<file path="config.mk">
export PLATFORM = sky130hd
export DESIGN_NAME = odr_sqrt
export DESIGN_NICKNAME = d
export VERILOG_FILES = /design/src/hdl/odr_pkg.sv /design/src/hdl/odr_sqrt.sv
export SDC_FILE = /design/constraint.sdc
export NUM_CORES = 1
export LEC_CHECK = 0
export BUFFER_PORTS_ARGS = -buffer_cell sky130_fd_sc_hd__clkbuf_2
export CORE_AREA = 2 2 214 216
export CTS_BUF_LIST = sky130_fd_sc_hd__clkbuf_2 sky130_fd_sc_hd__clkbuf_4 sky130_fd_sc_hd__clkbuf_8
export DETAILED_ROUTE_END_ITERATION = 16
export DIE_AREA = 0 0 216 218
export MAX_ROUTING_LAYER = met4
export RECOVER_POWER = 100
export SETUP_SLACK_MARGIN = 0.05
export SLEW_MARGIN = 10
export SYNTH_ARGS = -nofsm -noshare
export SYNTH_HDL_FRONTEND = slang
export SYNTH_SLANG_ARGS = --single-unit
</file>
<file path="constraint.sdc">
create_clock -name clock -period 9.1 [get_ports clock]
set_input_delay 0 -clock clock [delete_from_list [all_inputs] [get_ports clock]]
set_output_delay 0 -clock clock [all_outputs]
set_load 0.05 [all_outputs]
</file>
<file path="src/hdl/odr_pkg.sv">
package odr_pkg;

   typedef enum logic [4:0] {
      ST_IDLE,
      ST_HEAD,
      ST_DSQ_X,
      ST_DSQ_Y,
      ST_SQ1,
      ST_ROT1_PRE,
      ST_ROT1_GAIN,
      ST_ROT1_IT,
      ST_ROT1_END,
      ST_ROT2_PRE,
      ST_ROT2_GAIN,
      ST_ROT2_IT,
      ST_ROT2_END,
      ST_MDX,
      ST_MDY,
      ST_SQ2,
      ST_TRAVEL,
      ST_OUT
   } state_type;

   localparam logic [1:0] REG_HEADING_GAIN    = 2'd0;
   localparam logic [1:0] REG_MARKER_DISTANCE = 2'd1;
   localparam logic [1:0] REG_MARKER_ANGLE    = 2'd2;

   localparam logic [31:0] CORDIC_GAIN = 32'd2608131496;
   localparam int          ATAN_ENTRIES = 24;

   function automatic logic [31:0] atan_lookup(input logic [4:0] idx);
      logic [31:0] v;
      case (idx)
         5'd0:  v = 32'd536870912;
         5'd1:  v = 32'd316933406;
         5'd2:  v = 32'd167458907;
         5'd3:  v = 32'd85004756;
         5'd4:  v = 32'd42667331;
         5'd5:  v = 32'd21354465;
         5'd6:  v = 32'd10679838;
         5'd7:  v = 32'd5340245;
         5'd8:  v = 32'd2670163;
         5'd9:  v = 32'd1335087;
         5'd10: v = 32'd667544;
         5'd11: v = 32'd333772;
         5'd12: v = 32'd166886;
         5'd13: v = 32'd83443;
         5'd14: v = 32'd41722;
         5'd15: v = 32'd20861;
         5'd16: v = 32'd10430;
         5'd17: v = 32'd5215;
         5'd18: v = 32'd2608;
         5'd19: v = 32'd1304;
         5'd20: v = 32'd652;
         5'd21: v = 32'd326;
         5'd22: v = 32'd163;
         5'd23: v = 32'd81;
         default: v = 32'd0;
      endcase
      return v;
   endfunction

endpackage

</file>
<file path="src/hdl/odr_sqrt.sv">
module odr_sqrt (
   input  logic        clock,
   input  logic        reset,
   input  logic        start,
   input  logic [63:0] radicand,
   output logic        done,
   output logic [31:0] root
);
   import odr_pkg::*;

   logic [63:0] rem_ff, rem_in;
   logic [63:0] res_ff, res_in;
   logic [63:0] bit_ff, bit_in;
   logic        busy_ff, busy_in;
   logic        done_ff, done_in;
   logic [63:0] trial;

   assign trial = res_ff + bit_ff;

   // one result bit per cycle, the trial bit moves down two places each step
   always_comb begin
      rem_in  = rem_ff;
      res_in  = res_ff;
      bit_in  = bit_ff;
      busy_in = busy_ff;
      done_in = 1'b0;
      if (start) begin
         rem_in  = radicand;
         res_in  = '0;
         bit_in  = 64'h4000_0000_0000_0000;
         busy_in = 1'b1;
      end else if (busy_ff) begin
         if (rem_ff >= trial) begin
            rem_in = rem_ff - trial;
            res_in = (res_ff >> 1) + bit_ff;
         end else begin
            res_in = res_ff >> 1;
         end
         bit_in = bit_ff >> 2;
         if (bit_ff[0]) begin
            busy_in = 1'b0;
            done_in = 1'b1;
         end
      end
   end

   always_ff @(posedge clock) begin
      if (reset) begin
         busy_ff <= 1'b0;
         done_ff <= 1'b0;
      end else begin
         busy_ff <= busy_in;
         done_ff <= done_in;
      end
      rem_ff <= rem_in;
      res_ff <= res_in;
      bit_ff <= bit_in;
   end

   assign done = done_ff;
   assign root = res_ff[31:0];

endmodule
</file>
**Yosys cells after proc, flatten, opt, wreduce, memory -nomap -nowiden**

Index checks and enable logic that the tools add are counted.

- Input port bits: 67
- Bits in registers: 162
- Output and inout port bits: 33
- Logic and storage cells: 22

- Bitwise logic cells: 1
- Reductions and logical operators: 4
- Muxes and demuxes: 8
- $add $sub $neg: 3
- Order comparisons: 1

Operators by type and width:

| operator | number |
|---|---|
| $mux 64 | 4 |
| $add 63x63->64 | 1 |
| $add 64x63->64 | 1 |
| $ge 64x64->1 | 1 |
| $sub 64x64->64 | 1 |
| $mux 1 | 4 |
| $reduce_bool 2->1 | 2 |
| $reduce_or 3->1 | 1 |
| $reduce_and 2->1 | 1 |
| $not 1->1 | 1 |

**Longest topological paths before layout**

- Depth in word-level cells: 5
- Depth in mapped cells: 24
- Depth with buffers taken out: 21

**Worst setup path before layout**

No wires, ideal clock.

- Kind: register -> register
- From: reg res_ff[12]
- To: reg rem_ff[0], enable pin
- Path slack: 2.712 ns
- Buffers on the path: 3
- Library setup time: 0.423 ns
- Required time: 8.677 ns
- Data arrival time: 5.965 ns
- Period minus slack after synthesis: 6.388 ns
- Cell stages (with the launch flop): 22
- Cell sequence: dfxtp_1 ha_1 nand4_1 or3_1 o21ai_1 a31oi_1 o21bai_1 a21boi_1 nor4b_1 a21oi_1 xor2_1 ha_1 clkbuf_1 nand4_1 nor4_2 nand2_1 o31ai_2 and2_1 buf_2 buf_2 nand2_1 nand2_1

- Word-level cells in the longest chain between the ends: 4

RTL lines:

| element | line | RTL |
|---|---|---|
| start, declared | odr_sqrt.sv:12 | `logic [63:0] res_ff, res_in;` |
| start signal, assigned | odr_sqrt.sv:56 | `res_ff <= res_in;` |
| $add 64x63->64 | odr_sqrt.sv:18 | `assign trial = res_ff + bit_ff;` |
| $ge 64x64->1 | odr_sqrt.sv:33 | `if (rem_ff >= trial) begin` |
| $reduce_bool 2->1 (no source line) | -- |  |
| $reduce_and 2->1 (no source line) | -- |  |
| end signal, assigned | odr_sqrt.sv:55 | `rem_ff <= rem_in;` |
| end, declared | odr_sqrt.sv:11 | `logic [63:0] rem_ff, rem_in;` |

Every way passes these cells.
A chain may end at the register's enable or synchronous reset.

**Worst setup path in the final report**

- From: reg res_ff[6]
- To: reg rem_ff[63], enable pin

The elaborated chain is that of the path after synthesis.

==> run summary <==
ROUTING
--------------------------------------------------------------------------------------------------
DR vias/cell                                                                                  5.75
Post-route ant nets                                                                              0
Detailed-route wire length                                                                50000 um
Residual DRC                                                                                     0
Post-detailed-route wirelength per cell                                                    18.8 um
DR vias                                                                                      15300
First-pass DRT Iterations                                                                        7
Violation count after the first detailed-routing iteration                                    1224

YOSYS
--------------------------------------------------------------------------------------------------
Synthesized net count                                                                         2188
Per-instance average area after synthesis                                                7.83 um^2
Most common cell in the synthesized netlist                                                nand2_1
Cell Area, Synth                                                                        15600 um^2
#FFs+latches synth                                                                             162
Most instantiated flip-flop cell in the synthesis netlist                                  dfxtp_1
Cell taking the most area after synthesis                                                  dfxtp_1
Share of synthesized registers carrying an async set or reset                                    0
Fraction of post-synthesis cell area in the top cell type by area                            0.126
Yosys warns                                                                                      0
Gate count of the mapped netlist                                                              1990
Area contributors post-synth                                                          dfxtp_1, edfxtp_1, ha_1
Post-synthesis cell type count                                                                  82
Top post-synthesis cells by count                                                     nand2_1, nor2_1, o21ai_0
EDFF count, synth                                                                               64
Sequential fraction of the synthesis area                                                    0.249

CRITICAL PATH
--------------------------------------------------------------------------------------------------
Crit path capture type                                                                   flip-flop
Cell family contributing the most delay on the critical path                          compound AO/OA/AOI/OAI gates
Slowest stage cell on the critical path                                                    o31ai_1
Largest incremental delay on the critical path                                             0.93 ns
Cells along the critical path                                                         ha_1, a211oi_1, a211o_1, o31ai_1, a21oi_1, o21bai_1, a21o_1, a31o_2, a31oi_1, xor2_1, ha_1, nand4_1, nor4_2, nor3_1, a21oi_1, o21ai_0, nand4_2, and2_1, buf_4, nand2_1, nand2_2, clkbuf_1
Number of buffers and inverters on the critical path                                             2
Critical setup path kind                                                                reg -> reg
Critical Path AT                                                                           7.97 ns
Critical path peak fanout                                                                       36
Required time at the endpoint of the critical path                                         9.25 ns
Startpoint kind of the worst setup timing path                                           flip-flop

GLOBAL ROUTE
--------------------------------------------------------------------------------------------------
Via count of the first global-routing pass                                                   14500
Largest net degree at the start of global routing                                               91
First-pass GRT wire length                                                                78300 um
Initial antenna violation count                                                                  0
Overflow left after global routing                                                               0
Global-route usage over all layers                                                           0.214

TIMING
--------------------------------------------------------------------------------------------------
Fin Hold WS                                                                               0.201 ns
Final period demand of the worst path                                                      7.82 ns
Setup TNS Final                                                                               0 ns
Count of final hold-check violations                                                             0
Slew at the pin with the worst max-slew slack                                              2.64 ns
Maximum clock frequency                                                                    128 MHz
RSZ-0062 raised after global routing                                                            no
Number of pins exceeding their max-slew limit in the final report                              289
Setup-violating endpoint count in the final report                                               0
Final worst clock skew                                                                   0.0135 ns
Share of the clock period used by the worst path after layout                                0.859
Worst max-slew margin expressed relative to the limit                                       -0.762

POWER
--------------------------------------------------------------------------------------------------
Static leakage                                                                             6.37 nW
P per Cell Area                                                                        313 nW/um^2
Maximum vdd ir drop                                                                       0.206 mV

DIE
--------------------------------------------------------------------------------------------------
Number of I/O pins                                                                             100
Starting density of the core                                                                 0.347
Die W                                                                                       216 um
Number of rows in the core area                                                                 78
DIE HEIGHT                                                                                  218 um
Placeable Area                                                                          44900 um^2
Die area                                                                                47100 um^2

PLACED DESIGN
--------------------------------------------------------------------------------------------------
IO Port Bufs                                                                                    99
Dpl hpwl                                                                                  37600 um
Final weighted congestion in routability-driven placement                                    0.960
Inst Count DP                                                                                 2546

CTS
--------------------------------------------------------------------------------------------------
Number of buffers inserted to repair setup after CTS                                             0
CTS Root Cell                                                                             clkbuf_8
Clock transition time at the flip-flop clock pins of the worst setup and hold paths        0.10 ns
Clk Latency, worst-skew pair                                                               0.53 ns
CTS tree                                                                                      done
Maximum count of clock buffers along a single path                                               2
Number of levels the H-tree was split into                                                       4
CTS Buf Count                                                                                   17
Clock Sinks                                                                                    162

FINAL LAYOUT
--------------------------------------------------------------------------------------------------
Area growth from synthesis to layout                                                         10.7%
Antenna Diode Count                                                                              0
Combined area of the multi-input logic cells                                            10800 um^2
Count of placed standard cells in the final layout, fillers left out                          2652
Storage cell area                                                                        3880 um^2
Fraction of layout cells with a size suffix above 1                                         0.0760
FILL cells                                                                                    4728
Layout net count                                                                              2237

HOLD PATH
--------------------------------------------------------------------------------------------------
Min-Delay Path Class                                                                     in -> reg

JOB
--------------------------------------------------------------------------------------------------
Total of max-cap violations                                                                      4

STATUS
--------------------------------------------------------------------------------------------------
Failing checks                                                                        max-capacitance violations, max-slew violations
Outcome                                                                               finished with violations

## worst reg2reg max path: stages (launching register included)
cell	delay, ns
dfxtp_1	0.54
ha_1	0.29
a211oi_1	0.07
a211o_1	0.33
o31ai_1	0.93
a21oi_1	0.27
o21bai_1	0.38
a21o_1	0.28
a31o_2	0.21
a31oi_1	0.10
xor2_1	0.17
ha_1	0.42
nand4_1	0.19
nor4_2	0.38
nor3_1	0.10
a21oi_1	0.15
o21ai_0	0.20
nand4_2	0.18
and2_1	0.14
buf_4	0.44
nand2_1	0.17
nand2_2	0.70
clkbuf_1	0.80
## timing repair
item,4_1_cts,5_1_grt
hold buffers,74,0
hold endpoints to repair,77,0
resized for setup,0,0
## where the power goes
part / leakage [nW] / internal, W / switching, W
Combinational: 4.73 / 0.00127 / 0.00231
Sequential: 1.44 / 0.00104 / 0.000215
Clock: 0.203 / 0.000228 / 0.000334
Total: 6.37 / 0.00254 / 0.00286
## logic make-up after synthesis
kind of cell	synth area share
multiplexers	0.0317
flip-flops	0.249
adder cells (fa/ha/maj)	0.106
AND/OR/NAND/NOR	0.192
AO/OA/AOI/OAI	0.281
buffers and inverters	0.0549
XOR/XNOR	0.0849
## final cells by class
cell class / count / area share
timing repair buffer: 186 / 0.0732
tap: 600 / 0.0435
multi-input combinational: 1637 / 0.629
clock buffer: 18 / 0.0140
clock inverter: 14 / 0.00805
sequential: 162 / 0.225
inverter: 35 / 0.00761
## state kept, by name, summed over array words and instances (netlist names)
signal / flops
rem_ff: 64
res_ff: 64
bit_ff: 32
busy_ff: 1
done: 1
## cells in the final DEF (no fill, tap or decap), drive strengths merged, types with 11 or more instances in the layout
| master | instances |
|---|---|
| o31ai | 11 |
| o21ai | 145 |
| o211ai | 27 |
| nand2b | 14 |
| nand4 | 43 |
| nand3 | 63 |
| o21bai | 38 |
| a31oi | 78 |
| mux2i | 37 |
| o21a | 15 |
| inv | 45 |
| clkbuf | 125 |
| edfxtp | 64 |
| xnor2 | 66 |
| nor2 | 162 |
| and2 | 14 |
| nand3b | 15 |
| a311oi | 35 |
| or3 | 12 |
| nor2b | 11 |
| a211oi | 42 |
| nand2 | 244 |
| nor3 | 25 |
| mux2 | 11 |
| a21oi | 123 |
| a21o | 44 |
| dfxtp | 98 |
| xor2 | 85 |
| a31o | 18 |
| and3 | 11 |
| dlygate4sd3 | 74 |
| ha | 130 |
## per-stage QoR
| step | util | power [W] | cell area, um^2 | setup slack, ns |
|---|---|---|---|---|
| 2_1_floorplan | - | 0.00387 | 15600 | 2.71 |
| 3_3_place_gp | 0.361 | 0.00476 | 16200 | 2.06 |
| 3_5_place_dp | 0.361 | 0.00476 | 16200 | 1.96 |
| 4_1_cts | 0.386 | 0.00540 | 17300 | 1.91 |
| 5_1_grt | 0.384 | 0.00583 | 17300 | 0.667 |
| 6_report | 0.384 | 0.00540 | 17300 | 1.28 |
## per-layer routing
| metal | GRT usage | share of wire |
|---|---|---|
| met2 | 0.354 | 0.48 |
| met3 | 0.0432 | 0.061 |
| met4 | 0.0708 | 0.027 |
| met1 | 0.261 | 0.43 |
| met5 | - | 0 |
## final timing paths
kind	from	endpoint	slack (ns)	cells past startpoint
setup / recovery	res_ff[6]	rem_ff[63]	1.28	22
hold / removal	reset	done	0.20	3
setup reg to reg	res_ff[6]	rem_ff[63]	1.28	22
hold reg to reg	res_ff[0]	res_ff[0]	0.54	2
Note: power is estimated with default switching activity, not from simulation.
